===== src/rtl/led_strip_pattern_generator_assert.svh =====
// Assertion macros for the LED strip pattern generator RTL.
// Standalone; included by the modules that check their own logic.
`ifndef LED_STRIP_PATTERN_GENERATOR_ASSERT_SVH
`define LED_STRIP_PATTERN_GENERATOR_ASSERT_SVH

// cons must hold in the same cycle as ante
`define LSPG_IMPLY(label, clk, rst, ante, cons, msg) \
  label: assert property (@(posedge clk) disable iff (rst) (ante) |-> (cons)) \
    else $error(msg);

// cons must hold in the cycle after ante
`define LSPG_NEXT(label, clk, rst, ante, cons, msg) \
  label: assert property (@(posedge clk) disable iff (rst) (ante) |=> (cons)) \
    else $error(msg);

// expr must never hold
`define LSPG_NEVER(label, clk, rst, expr, msg) \
  label: assert property (@(posedge clk) disable iff (rst) !(expr)) \
    else $error(msg);

`endif


===== src/rtl/lspg_pkg.sv =====
// Shared types and constants of the LED strip pattern generator.
// No dependencies; imported by the front, queue, back and top level.
package lspg_pkg;

  // width of a pixel position inside a frame job
  localparam int PW = 8;

  localparam logic [23:0] START_COLOUR_RST = 24'h0000FF;
  localparam logic [23:0] COLOUR_BLUE      = 24'h0000FF;
  localparam logic [23:0] COLOUR_GREEN     = 24'h00FF00;
  localparam logic [23:0] COLOUR_RED       = 24'hFF0000;

  typedef enum logic [2:0] {
    MODE_BARS          = 3'd0,
    MODE_WALK          = 3'd1,
    MODE_WIPE          = 3'd2,
    MODE_RAINBOW       = 3'd3,
    MODE_EVEN_RAINBOW  = 3'd4,
    MODE_CHASE         = 3'd5,
    MODE_RAINBOW_CHASE = 3'd6
  } lspg_mode_t;

  typedef enum logic [2:0] {
    F_IDLE,
    F_STATS,
    F_MUL,
    F_DIV,
    F_PUSH
  } lspg_fstate_t;

  // one frame worth of render context, handed from front to back
  typedef struct packed {
    lspg_mode_t      mode;
    logic [PW-1:0]   pos;
    logic [1:0]      phase;
    logic [7:0]      hue;
    logic [23:0]     held;
    logic [7:0]      lmin;
    logic [7:0]      llvl;
    logic [7:0]      lmax;
    logic [7:0]      bright;
  } lspg_job_t;

endpackage


===== src/rtl/lspg_queue.sv =====
// Two-entry job queue between the frame front end and the pixel back end.
// Uses lspg_pkg and the assertion macros header.
`include "led_strip_pattern_generator_assert.svh"

module lspg_queue import lspg_pkg::*; (
  input  logic      clk,
  input  logic      rst,
  input  logic      push_valid,
  output logic      push_ready,
  input  lspg_job_t push_data,
  output logic      pop_valid,
  input  logic      pop_ready,
  output lspg_job_t pop_data
);

  lspg_job_t  slot [2];
  logic       wr_ptr;
  logic       rd_ptr;
  logic [1:0] count;
  logic       push_acc;
  logic       pop_acc;

  assign push_ready = (count != 2'd2);
  assign pop_valid  = (count != 2'd0);
  assign pop_data   = slot[rd_ptr];
  assign push_acc   = push_valid && push_ready;
  assign pop_acc    = pop_valid && pop_ready;

  always_ff @(posedge clk) begin
    if (rst) begin
      wr_ptr <= 1'b0;
      rd_ptr <= 1'b0;
      count  <= 2'd0;
    end else begin
      if (push_acc) wr_ptr <= ~wr_ptr;
      if (pop_acc) rd_ptr <= ~rd_ptr;
      if (push_acc && !pop_acc) count <= count + 2'd1;
      else if (pop_acc && !push_acc) count <= count - 2'd1;
    end
  end

  always_ff @(posedge clk) begin
    if (push_acc) slot[wr_ptr] <= push_data;
  end

  `LSPG_NEVER(a_q_count_max, clk, rst, count == 2'd3, "queue count out of range")
  `LSPG_NEXT(a_q_fill, clk, rst, push_acc && !pop_acc, count == $past(count) + 2'd1, "queue fill miscounted")
  `LSPG_NEXT(a_q_drain, clk, rst, pop_acc && !push_acc, count == $past(count) - 2'd1, "queue drain miscounted")

endmodule


===== src/rtl/lspg_front.sv =====
// Front end: takes frame words, tracks mode, counters, colour and light
// statistics, divides out the brightness and queues a job. Uses lspg_pkg.
module lspg_front import lspg_pkg::*; #(
  parameter int PIXEL_COUNT = 13
) (
  input  logic        clk,
  input  logic        rst,
  input  logic        cfg_valid,
  output logic        cfg_ready,
  input  logic [23:0] cfg_data,
  input  logic        in_valid,
  output logic        in_ready,
  input  logic        in_tilt,
  input  logic [9:0]  in_ldr,
  input  logic [23:0] in_fresh,
  output logic        job_valid,
  input  logic        job_ready,
  output lspg_job_t   job,
  output logic [23:0] start_colour
);

  localparam int IW = $clog2(PIXEL_COUNT);
  localparam logic [IW-1:0] LAST = IW'(PIXEL_COUNT - 1);

  lspg_fstate_t  state, state_next;
  lspg_mode_t    mode, mode_next;
  logic          prev_tilt;
  logic [IW-1:0] pos;
  logic [1:0]    phase;
  logic [7:0]    hue;
  logic [23:0]   held;
  logic          frame_seen;
  logic [7:0]    level, lmin, lmax;
  logic [17:0]   ldr_prod;
  logic [7:0]    lvl_new;
  logic [15:0]   num;
  logic [14:0]   dsh;
  logic [7:0]    quo;
  logic          den_zero;
  logic [2:0]    step_cnt;
  logic          in_acc;
  logic          div_ge;
  logic [7:0]    q_new;

  assign cfg_ready = 1'b1;
  assign in_acc    = in_valid && in_ready;

  // level = 255 - sample*254/1024
  assign ldr_prod = {8'b0, in_ldr} * 18'd254;
  assign lvl_new  = 8'd255 - ldr_prod[17:10];

  assign div_ge = (16'(dsh) <= num);
  assign q_new  = {quo[6:0], div_ge};

  always_comb begin
    if (prev_tilt && !in_tilt) begin
      mode_next = (mode == MODE_RAINBOW_CHASE) ? MODE_BARS : lspg_mode_t'(3'(mode + 3'd1));
    end else begin
      mode_next = mode;
    end
  end

  always_ff @(posedge clk) begin
    if (rst) state <= F_IDLE;
    else state <= state_next;
  end

  always_comb begin
    state_next = state;
    in_ready   = 1'b0;
    job_valid  = 1'b0;
    case (state)
      F_IDLE: begin
        in_ready = 1'b1;
        if (in_valid) state_next = F_STATS;
      end
      F_STATS: state_next = F_MUL;
      F_MUL:   state_next = F_DIV;
      F_DIV: begin
        if (step_cnt == 3'd0) state_next = F_PUSH;
      end
      F_PUSH: begin
        job_valid = 1'b1;
        if (job_ready) state_next = F_IDLE;
      end
      default: state_next = F_IDLE;
    endcase
  end

  always_ff @(posedge clk) begin
    if (rst) begin
      start_colour <= START_COLOUR_RST;
      held         <= START_COLOUR_RST;
      frame_seen   <= 1'b0;
      mode         <= MODE_BARS;
      prev_tilt    <= 1'b0;
      pos          <= '0;
      phase        <= 2'd0;
      hue          <= 8'd0;
      level        <= 8'd0;
      lmin         <= 8'd0;
      lmax         <= 8'd0;
    end else begin
      if (cfg_valid) begin
        start_colour <= cfg_data;
        if (!frame_seen) held <= cfg_data;
      end
      if (in_acc) begin
        frame_seen <= 1'b1;
        prev_tilt  <= in_tilt;
        mode       <= mode_next;
        pos        <= (pos == LAST) ? '0 : pos + IW'(1);
        phase      <= (phase == 2'd2) ? 2'd0 : phase + 2'd1;
        hue        <= hue + 8'd1;
        if (pos == LAST) held <= in_fresh;
        level      <= lvl_new;
      end
      if (state == F_STATS) begin
        if (level < lmin) lmin <= level;
        if (level > lmax) lmax <= level;
      end
    end
  end

  // render context uses last frame's light figures; brightness the new ones
  always_ff @(posedge clk) begin
    if (in_acc) begin
      job.mode  <= mode_next;
      job.pos   <= PW'(pos);
      job.phase <= phase;
      job.hue   <= hue;
      job.held  <= held;
      job.lmin  <= lmin;
      job.llvl  <= level;
      job.lmax  <= lmax;
    end
    case (state)
      F_MUL: begin
        num      <= 16'(level - lmin) * 16'd254;
        dsh      <= {lmax - lmin, 7'b0};
        den_zero <= (lmax == lmin);
        quo      <= 8'd0;
        step_cnt <= 3'd7;
      end
      F_DIV: begin
        // restoring divide, one quotient bit per cycle
        if (div_ge) num <= num - 16'(dsh);
        quo      <= q_new;
        dsh      <= dsh >> 1;
        step_cnt <= step_cnt - 3'd1;
        if (step_cnt == 3'd0) begin
          if (den_zero || q_new == 8'd255) job.bright <= 8'd255;
          else job.bright <= q_new + 8'd1;
        end
      end
      default: ;
    endcase
  end

endmodule


===== src/rtl/lspg_back.sv =====
// Back end: renders one pixel per cycle, while the output is not stalled, from a queued job
// into the frame buffer and the output register. Uses lspg_pkg and the assertion macros.
`include "led_strip_pattern_generator_assert.svh"

module lspg_back import lspg_pkg::*; #(
  parameter int PIXEL_COUNT = 13
) (
  input  logic        clk,
  input  logic        rst,
  input  logic        job_valid,
  output logic        job_ready,
  input  lspg_job_t   job_in,
  input  logic [23:0] start_colour,
  output logic        out_valid,
  input  logic        out_ready,
  output logic [3:0]  out_index,
  output logic [23:0] out_colour,
  output logic [7:0]  out_bright,
  output logic [2:0]  out_mode,
  output logic        out_last
);

  localparam int IW  = $clog2(PIXEL_COUNT);
  localparam int IW1 = IW + 1;
  localparam logic [IW-1:0] LAST     = IW'(PIXEL_COUNT - 1);
  localparam logic [3:0]    LAST_TAG = 4'((PIXEL_COUNT - 1) % 16);
  localparam logic [8:0]    STEP     = 9'(255 / PIXEL_COUNT);
  localparam logic [7:0]    EVEN_INC = 8'(256 / PIXEL_COUNT);
  localparam logic [IW:0]   EVEN_REM = IW1'(256 % PIXEL_COUNT);
  localparam logic [IW:0]   COUNT_W  = IW1'(PIXEL_COUNT);

  function automatic logic [23:0] wheel(input logic [7:0] wpos);
    logic [7:0] p;
    logic [7:0] t;
    p = 8'd255 - wpos;
    if (p < 8'd85) begin
      t = p * 8'd3;
      wheel = {8'd255 - t, 8'd0, t};
    end else if (p < 8'd170) begin
      t = (p - 8'd85) * 8'd3;
      wheel = {8'd0, t, 8'd255 - t};
    end else begin
      t = (p - 8'd170) * 8'd3;
      wheel = {t, 8'd255 - t, 8'd0};
    end
  endfunction

  lspg_job_t     cur;
  logic          busy;
  logic          buf_filled;
  logic [IW-1:0] cnt;
  logic [7:0]    ev_q;
  logic [IW-1:0] ev_r;
  logic [1:0]    m3;
  logic          s1_valid;
  logic [IW-1:0] s1_idx;
  logic [7:0]    s1_ev;
  logic [1:0]    s1_m3;
  logic          s1_first;
  logic [23:0]   mem_q;
  logic [23:0]   mem [PIXEL_COUNT];

  logic          out_free, adv, issue, load;
  logic [IW:0]   ev_rs;
  logic [7:0]    ev_q_next;
  logic [IW-1:0] ev_r_next;

  logic [PW-1:0] idx8;
  logic [23:0]   old;
  logic          hit_pos;
  logic [8:0]    v, v_hi;
  logic [23:0]   bars;
  logic [8:0]    sum9;
  logic [7:0]    rb_pos, rc_pos, ev_pos;
  logic [2:0]    ph_sum;
  logic          chase_hit;
  logic [23:0]   pix;

  assign out_free  = !out_valid || out_ready;
  assign adv       = s1_valid && out_free;
  assign issue     = busy && (!s1_valid || adv);
  assign job_ready = !busy && !s1_valid;
  assign load      = job_valid && job_ready;

  // running i*256/PIXEL_COUNT as quotient and remainder
  assign ev_rs = {1'b0, ev_r} + EVEN_REM;
  always_comb begin
    if (ev_rs >= COUNT_W) begin
      ev_r_next = IW'(ev_rs - COUNT_W);
      ev_q_next = ev_q + EVEN_INC + 8'd1;
    end else begin
      ev_r_next = ev_rs[IW-1:0];
      ev_q_next = ev_q + EVEN_INC;
    end
  end

  always_ff @(posedge clk) begin
    if (rst) begin
      busy       <= 1'b0;
      buf_filled <= 1'b0;
      cnt        <= '0;
      ev_q       <= 8'd0;
      ev_r       <= '0;
      m3         <= 2'd0;
      s1_valid   <= 1'b0;
      out_valid  <= 1'b0;
    end else begin
      if (load) begin
        busy <= 1'b1;
        cnt  <= '0;
        ev_q <= 8'd0;
        ev_r <= '0;
        m3   <= 2'd0;
      end else if (issue) begin
        if (cnt == LAST) begin
          busy       <= 1'b0;
          buf_filled <= 1'b1;
          cnt        <= '0;
        end else begin
          cnt <= cnt + IW'(1);
        end
        ev_q <= ev_q_next;
        ev_r <= ev_r_next;
        m3   <= (m3 == 2'd2) ? 2'd0 : m3 + 2'd1;
      end
      if (issue) s1_valid <= 1'b1;
      else if (adv) s1_valid <= 1'b0;
      if (adv) out_valid <= 1'b1;
      else if (out_ready) out_valid <= 1'b0;
    end
  end

  // frame buffer: read one ahead, write back the rendered pixel
  always_ff @(posedge clk) begin
    if (adv) mem[s1_idx] <= pix;
    if (issue) mem_q <= mem[cnt];
  end

  always_ff @(posedge clk) begin
    if (load) cur <= job_in;
    if (issue) begin
      s1_idx   <= cnt;
      s1_ev    <= ev_q;
      s1_m3    <= m3;
      s1_first <= !buf_filled;
    end
    if (adv) begin
      out_index  <= idx8[3:0];
      out_colour <= pix;
      out_bright <= cur.bright;
      out_mode   <= cur.mode;
      out_last   <= (s1_idx == LAST);
    end
  end

  always_comb begin
    idx8 = PW'(s1_idx);
    // before the first frame is written the buffer holds its reset image
    if (s1_first) old = (s1_idx == '0) ? start_colour : 24'd0;
    else old = mem_q;
    hit_pos = (idx8 == cur.pos);

    v    = STEP * {1'b0, idx8};
    v_hi = v + STEP;
    if ({1'b0, cur.lmin} >= v) bars = COLOUR_BLUE;
    else if ({1'b0, cur.llvl} > v && {1'b0, cur.llvl} < v_hi) bars = COLOUR_GREEN;
    else if ({1'b0, cur.lmax} <= v) bars = COLOUR_RED;
    else bars = 24'd0;

    sum9   = {1'b0, idx8} + {1'b0, cur.hue};
    rb_pos = sum9[7:0];
    rc_pos = (sum9 >= 9'd255) ? 8'(sum9 - 9'd255) : sum9[7:0];
    ev_pos = 8'(s1_ev + cur.hue);

    ph_sum    = {1'b0, s1_m3} + {1'b0, cur.phase};
    chase_hit = (ph_sum == 3'd0) || (ph_sum == 3'd3);

    case (cur.mode)
      MODE_BARS:          pix = bars;
      MODE_WALK:          pix = hit_pos ? cur.held : 24'd0;
      MODE_WIPE: begin
        if (hit_pos) pix = cur.held;
        else if (cur.pos == '0) pix = 24'd0;
        else pix = old;
      end
      MODE_RAINBOW:       pix = wheel(rb_pos);
      MODE_EVEN_RAINBOW:  pix = wheel(ev_pos);
      MODE_CHASE:         pix = chase_hit ? cur.held : 24'd0;
      MODE_RAINBOW_CHASE: pix = chase_hit ? wheel(rc_pos) : 24'd0;
      default:            pix = old;
    endcase
  end

  `LSPG_NEVER(a_bk_addr, clk, rst, adv && (s1_idx > LAST), "pixel beyond frame buffer")
  `LSPG_IMPLY(a_bk_last, clk, rst, out_valid && out_last, out_index == LAST_TAG, "last flag on wrong pixel")
  `LSPG_NEXT(a_bk_end, clk, rst, issue && (cnt == LAST), !busy, "frame issue did not stop")

endmodule


===== src/rtl/led_strip_pattern_generator.sv =====
// Channel   | dir | handshake                    | word
// cfg       | in  | cfg_valid / cfg_ready        | cfg_data = start colour
// s_axis    | in  | s_axis_tvalid / tready       | tilt, light sample, fresh colour
// m_axis    | out | m_axis_tvalid / tready       | index, colour, brightness, mode; tlast
//
// A frame word passes through the front end in order: stats, multiply, 8-step divide, push;
// the back end then renders one pixel per cycle through the buffer while the output is not stalled;
// it takes a new job only once the last pixel of the previous one has left its first stage.
// Sync reset; no clearing pass, the buffer reads its reset image until first written.
// Output stalls hold the back end; the two-entry job queue lets the front run ahead.
// Depends on lspg_pkg, lspg_front, lspg_queue, lspg_back.
module led_strip_pattern_generator import lspg_pkg::*; #(
  parameter int PIXEL_COUNT = 13
) (
  input  logic        clk,
  input  logic        rst,
  input  logic        cfg_valid,
  output logic        cfg_ready,
  input  logic [23:0] cfg_data,
  input  logic        s_axis_tvalid,
  output logic        s_axis_tready,
  input  logic [39:0] s_axis_tdata,   // [0] tilt_level, [10:1] ldr_sample, [34:11] fresh_colour
  output logic        m_axis_tvalid,
  input  logic        m_axis_tready,
  output logic [39:0] m_axis_tdata,   // [3:0] pixel_index, [27:4] pixel_colour,
                                      // [35:28] frame_brightness, [38:36] current_mode
  output logic        m_axis_tlast
);

  lspg_job_t   fr_job, q_job;
  logic        fr_valid, fr_ready;
  logic        q_valid, q_ready;
  logic [23:0] start_colour;
  logic [3:0]  o_index;
  logic [23:0] o_colour;
  logic [7:0]  o_bright;
  logic [2:0]  o_mode;

  lspg_front #(.PIXEL_COUNT(PIXEL_COUNT)) u_front (
    .clk          (clk),
    .rst          (rst),
    .cfg_valid    (cfg_valid),
    .cfg_ready    (cfg_ready),
    .cfg_data     (cfg_data),
    .in_valid     (s_axis_tvalid),
    .in_ready     (s_axis_tready),
    .in_tilt      (s_axis_tdata[0]),
    .in_ldr       (s_axis_tdata[10:1]),
    .in_fresh     (s_axis_tdata[34:11]),
    .job_valid    (fr_valid),
    .job_ready    (fr_ready),
    .job          (fr_job),
    .start_colour (start_colour)
  );

  lspg_queue u_queue (
    .clk        (clk),
    .rst        (rst),
    .push_valid (fr_valid),
    .push_ready (fr_ready),
    .push_data  (fr_job),
    .pop_valid  (q_valid),
    .pop_ready  (q_ready),
    .pop_data   (q_job)
  );

  lspg_back #(.PIXEL_COUNT(PIXEL_COUNT)) u_back (
    .clk          (clk),
    .rst          (rst),
    .job_valid    (q_valid),
    .job_ready    (q_ready),
    .job_in       (q_job),
    .start_colour (start_colour),
    .out_valid    (m_axis_tvalid),
    .out_ready    (m_axis_tready),
    .out_index    (o_index),
    .out_colour   (o_colour),
    .out_bright   (o_bright),
    .out_mode     (o_mode),
    .out_last     (m_axis_tlast)
  );

  assign m_axis_tdata = {1'b0, o_mode, o_bright, o_colour, o_index};

endmodule


===== config.mk =====
export PLATFORM = sky130hd
export DESIGN_NAME = led_strip_pattern_generator
export DESIGN_NICKNAME = d
export VERILOG_FILES = /design/src/rtl/lspg_pkg.sv /design/src/rtl/lspg_queue.sv /design/src/rtl/lspg_front.sv /design/src/rtl/lspg_back.sv /design/src/rtl/led_strip_pattern_generator.sv
export VERILOG_INCLUDE_DIRS = /design/src /design/src/rtl
export SDC_FILE = /design/constraint.sdc
export NUM_CORES = 1
export LEC_CHECK = 0
export BUFFER_PORTS_ARGS = -buffer_cell sky130_fd_sc_hd__buf_2
export CAP_MARGIN = 10
export CORE_MARGIN = 10
export CORE_UTILIZATION = 25
export CTS_CLUSTER_DIAMETER = 200
export CTS_CLUSTER_SIZE = 8
export DETAILED_ROUTE_END_ITERATION = 10
export GPL_TIMING_DRIVEN = 0
export PLACE_DENSITY_LB_ADDON = 0.12
export RECOVER_POWER = 50
export SLEW_MARGIN = 10
export SYNTH_ARGS = -nofsm -noshare
export SYNTH_HDL_FRONTEND = slang
export SYNTH_HIERARCHICAL = 1
export SYNTH_SLANG_ARGS = --single-unit

===== constraint.sdc =====
create_clock -name clk -period 8.4 [get_ports clk]
set_input_delay 0.42 -clock clk [delete_from_list [all_inputs] [get_ports clk]]
set_output_delay 0.42 -clock clk [all_outputs]
set_load 0.01 [all_outputs]

==> results.toml, run 1 <==
[synthesis]
synth_edf_count = 737
synth_top_area_share = 0.515
synth.avg_cell_area_um2 = 13.4
ys_top_cells_by_count = "737 x edfxtp_1, 256 x ha_1, 219 x inv_1"
synth_fa_ha_area_frac = 0.104
synth-seq-cells = 858
synthXorXnorAreaFrac = 0.0421
yosysMostFrequentCell = "edfxtp_1"
yosys-mux-area-fraction = 0.0861
yosysWarningCount = 6
async_flop_share = 0
netlist_area_um2 = 42900
netlist_top_cells_area = "edfxtp_1 52%, ha_1 7.5%, dfxtp_1 5.6%"
synth_top_family_by_area = "adder cells"
ys_types = 98
synth_top_flop_cell = "edfxtp_1"
synthCells = 3206
yosys.area_share.simple = 0.0747
synth-compound-area-share = 0.0891
yosys.area.top_type = "edfxtp_1"
yosysSeqAreaShare = 0.572

[route]
drt_first_pass_iters = 5
wl_per_cell_um = 22.6
via_per_inst = 4.50
vias = 26200
drt_iter0_markers = 1586
wirelength_mm = 132
ant_nets = 0
drc = 0

[timing]
slew_headroom = -1.24
finalSetupViolCount = 0
worst_pin_slew_ns = 3.36
grt_setup_unrepaired = "no"
period_share = 0.918
fmax_mhz = 130
period_minus_slack_ns = 7.71
slew_viol_final = 403
timing.hold.ws_ns = 0.0339
finalHoldViolCount = 0
finalSetupTns_ns = 0
worst_clock_skew_ns = 0.0254

[flow_run]
maxCapViolations = 14

[placement]
dp_hpwl_mm = 97.1
placedCellCount = 5580
io_buffers = 104
place_congestion = 0.850

[worst_setup_path]
critical_path.startpoint_type = "register"
crit_buf_inv = 7
cp-end-kind = "register"
max_stage_delay_ns = 0.93
crit_required_ns = 8.94
path_max_fanout = 14
cpLargestDelayFamily = "compound AO/OA/AOI/OAI gates"
crit_slowest_cell = "fa_1"
crit_type = "reg2reg"
rrSetupSlack_ns = 0.69
cp_data_arrival_time_ns = 8.25

[clock_network]
cts_tree = "built"
cts_made_buffers = 117
cts_root_buf = "clkbuf_16"
clock_latency_ns = 0.73
cts_max_path_buffers = 3
cts_num_sinks = 858
htree_num_levels = 3
cts.clk_slew.worst_paths_ns = 0.05

[global_route]
grt_use_total = 0.137
grt_antenna_before_repair = 3
grt-ovfl-total = 0
grt_start_max_net_pins = 50
grt_pass1_vias = 27100
grt_pass1_wl_mm = 191

[cells_and_area]
stdcell_count = 5816
fillers = 17500
seq_area_um2 = 24600
syn2layout_area_growth_pct = 17.1
finish.net_count = 3892
final_util = 0.294
multiInputGateArea_um2 = 17100
drive_gt1_frac = 0.126

[die]
num_rows = 152
design.core.area_um2 = 171000
die_x_um = 434
initial_core_util = 0.251
die_y_um = 434
dieArea_um2 = 189000
io_pins = 113

[hold_path]
hold_path_class = "in2reg"

[status]
outcome = "finished, violations left"
violations = "max-capacitance violations, max-slew violations"
-- cell type report --
type                       count  area share
multi-input combinational   2014       0.339
buffer                       111     0.00908
antenna                        1   0.0000498
clock buffer                 188      0.0635
clock inverter                 8     0.00219
inverter                     226      0.0170
sequential                   858       0.488
timing repair buffer         177      0.0249
tap                         2233      0.0556
-- kinds of logic (layout without fill, tap and decap cells) --
| kind of cell | after synthesis | after routing |
|---|---|---|
| mux | 228 | 228 |
| fa+ha+maj | 321 | 321 |
| simple gates | 689 | 689 |
| buf+inv | 337 | 710 |
| flops | 858 | 858 |
| xor+xnor | 198 | 198 |
| other cells | 3 | 7 |
| compound gates | 572 | 572 |
-- worst register-to-register path: cells and delay by family, from the launching register on --
kind                     cells  cell delay (ns)
AO/OA/AOI/OAI                7             2.15
adder cells (fa/ha/maj)      5             2.10
buffers and inverters        7             1.29
AND/OR/NAND/NOR              5             0.98
XOR/XNOR                     2             0.54
flip-flops                   1             0.45
-- per-layer routing --
| metal | up-vias | part of all wire | track usage |
|---|---|---|---|
| met2 | 439 | 0.51 | 0.245 |
| met1 | 13100 | 0.44 | 0.176 |
| li1 | 12500 | - | - |
| met4 | 0 | 0.021 | 0.0389 |
| met5 | - | 0 | 0 |
| met3 | 141 | 0.028 | 0.0145 |
-- cells in the final DEF (no fill, tap or decap), types with 49 or more instances in the layout --
cell type    n
nand2_1    206
inv_1      218
xor2_1      58
o21ai_0    106
clkbuf_1   213
clkbuf_16  117
xnor2_1    132
a21oi_1    168
ha_1       256
nor2_1     212
dfxtp_1    121
mux2i_1     51
mux2_2      49
edfxtp_1   737
fa_1        62
buf_2       67
mux4_2      96
-- timing repair --
| item | CTS | global route |
|---|---|---|
| hold endpoints to repair | 35 | 0 |
| hold buffers | 29 | 0 |
| buffers inserted | 6 | 3 |
| gates resized for setup | 3 | 8 |
| pin swaps | 0 | 2 |
| setup endpoints to repair | 210 | 154 |
-- stage by stage --
step	setup slack [ns]	cell area [um2]
2_1_floorplan	1.48	42900
3_3_place_gp	-1.84	46300
3_5_place_dp	-0.954	47000
4_1_cts	0.119	50700
5_1_grt	0.0925	50300
6_report	0.691	50300
-- state kept, by name, indices dropped and copies added (netlist names), 15 cells and up, named ones only --
name	flops
u_back/mem	312
u_queue/slot	154
u_back/cur	77
u_front/job	73
u_back/mem_q	24
u_back/out_colour	24
u_front/held	24
u_front/start_colour	24
u_front/num	16
u_front/dsh	15
-- path summary, 6_finish.rpt --
path / to / cells after the start / start
setup / recovery: u_back/mem[7][15] / 26 / u_back/s1_idx[0]
hold / removal: u_front/start_colour[6] / 3 / cfg_data[6]
setup reg to reg: u_back/mem[7][15] / 26 / u_back/s1_idx[0]
hold reg to reg: u_back/out_bright[2] / 0 / u_back/cur[2]
Power of run 1 is not shown: default switching activity piles up to over one toggle a cycle in this logic, so the estimate is an artifact.
==> run 2, diff against run 1 <==
- ABC_CLOCK_PERIOD_IN_PS: not set -> 6350
- CTS_CLUSTER_SIZE: 8 -> 14
- clock period: 8.4 -> 6.35 ns (I/O delays scaled with it)
==> results.toml, run 2 (same netlist as run 1, synthesis figures left out) <==
[worst_setup_path]
path_max_fanout = 14
r2r_cells = 20
crit_type = "reg2reg"
r2r-start = "u_back/s1_idx[2]"
r2r_end = "u_back/mem[2][21]"
rrSetupSlack_ns = 0.24
crit_required_ns = 6.76
cp_data_arrival_time_ns = 6.51
cp-end-kind = "register"
critical_path.startpoint_type = "register"

[cells_and_area]
syn2layout_area_growth_pct = 17.1
stdcell_count = 5809
top_regs = "u_back/mem (312), u_queue/slot (154), u_back/cur (77)"
seq_area_um2 = 24600
drive_gt1_frac = 0.147
final_common_cell = "edfxtp_1"
final_cell_mix = "737 x edfxtp_1, 246 x ha_1, 212 x inv_1"
final_util = 0.294
multiInputGateArea_um2 = 17600
finish.net_count = 3909
largest_reg_flops = 312
top_register = "u_back/mem"
fillers = 17500

[timing]
finalHoldViolCount = 0
period_share = 0.962
fmax_mhz = 164
worst_slack_ns = 0.242
finalSetupViolCount = 0
slew_viol_final = 336
period_minus_slack_ns = 6.11
slew_headroom = -1.14
worst_clock_skew_ns = 0.0500
worst_pin_slew_ns = 3.21

[die]
die_y_um = 434
initial_core_util = 0.251
design.core.area_um2 = 171000
io_pins = 113
die_x_um = 434
dieArea_um2 = 189000
num_rows = 152

[hold_path]
whs_endpoint = "u_front/held[22]"
hold_path_class = "in2reg"
hold_path_depth = 3
hold_path_startpoint = "s_axis_tdata[33]"

[route]
drc = 0
vias = 26300
drt_iter0_markers = 1929
ant_nets = 0
drt_first_pass_iters = 6
via_per_inst = 4.52
wirelength_mm = 131
wl_per_cell_um = 22.6

[global_route]
grt_pass1_vias = 27100
grt_pass1_wl_mm = 191
grt-ovfl-total = 0
grt_start_max_net_pins = 48
grt_use_total = 0.137
grt_antenna_before_repair = 5

[clock_network]
cts_num_sinks = 858
clock_latency_ns = 0.70
cts_root_buf = "clkbuf_16"
htree_num_levels = 3
cts_max_path_buffers = 3
cts_made_buffers = 71
cts.clk_slew.worst_paths_ns = 0.07
cts_tree = "built"

[placement]
place_congestion = 0.838
placedCellCount = 5579
io_buffers = 104
dp_hpwl_mm = 96.2
pre_cts_ws_ns = -2.81

[status]
outcome = "finished, violations left"
violations = "max-capacitance violations, max-slew violations"

[flow_run]
maxCapViolations = 10
run 2: per-stage QoR:
| stage | TNS [ns] | hold slack, ns | area, um2 |
|---|---|---|---|
| after floorplan | 0 | 0.387 | 43000 |
| after global placement | -850.54 | 0.406 | 46300 |
| after detailed placement | -638.52 | 0.406 | 47000 |
| after CTS | 0 | 0.00298 | 50300 |
| after global routing | -0.0420 | 0.0477 | 50300 |
| final | 0 | 0.0394 | 50300 |
run 2: metal layers:
metal | global-route usage | vias up | share of wire
met1 | 0.193 | 13300 | 0.49
li1 | - | 12500 | -
met2 | 0.222 | 361 | 0.46
met3 | 0.0159 | 128 | 0.028
met5 | 0 | - | 0
met4 | 0.0370 | 0 | 0.025
run 2: worst max path at each step:
stage / from / end / slack [ns] / depth (start not counted)
CTS: u_front/lmin[0] / u_front/num[15] / 0.03 / 23
global route: u_back/s1_idx[0] / u_back/mem[10][6] / -0.007 / 30
floorplan: u_back/s1_idx[0] / u_back/mem[0][13] / 0.0008 / 25
finish: u_back/s1_idx[2] / u_back/mem[2][21] / 0.24 / 20
global placement: u_back/s1_idx[0] / u_back/out_colour[21] / -3.40 / 26
detailed placement: u_back/s1_idx[0] / u_back/mem[5][15] / -2.81 / 26
run 2: worst max-delay path, cell delays in order, from the launching register on:
cell and delay [ns]:
edfxtp_1 0.53, clkbuf_4 0.20, buf_4 0.19, inv_1 0.11
ha_1 0.30, ha_1 0.21, or2_2 0.29, ha_1 0.32
a21oi_1 0.10, xnor2_1 0.70, nor2_1 0.14, xor2_1 0.18
ha_1 0.32, a21oi_1 0.14, o21ai_0 0.11, a221oi_1 0.62
o31a_1 0.52, o21ai_0 0.18, a211oi_1 0.33, a22oi_2 0.12
buf_8 0.21
run 2: final cells by class:
class / instances / share of cell area
multi-input cells: 2015 / 0.350
inverters: 226 / 0.0172
clock inverters: 7 / 0.00271
clock buffers: 117 / 0.0392
repair buffers: 242 / 0.0382
flip-flops and latches: 858 / 0.488
plain buffers: 108 / 0.00901
diodes: 3 / 0.000149
well taps: 2233 / 0.0556
run 2: timing repair:
item,in CTS,in global routing
setup endpoints to repair,343,252
endpoints found under the hold margin,56,0
setup buffers,34,13
gates cloned,1,1
hold buffers,56,0
gates resized for setup,70,56
pin swaps,26,23
Power of run 2 is left out for the same reason.
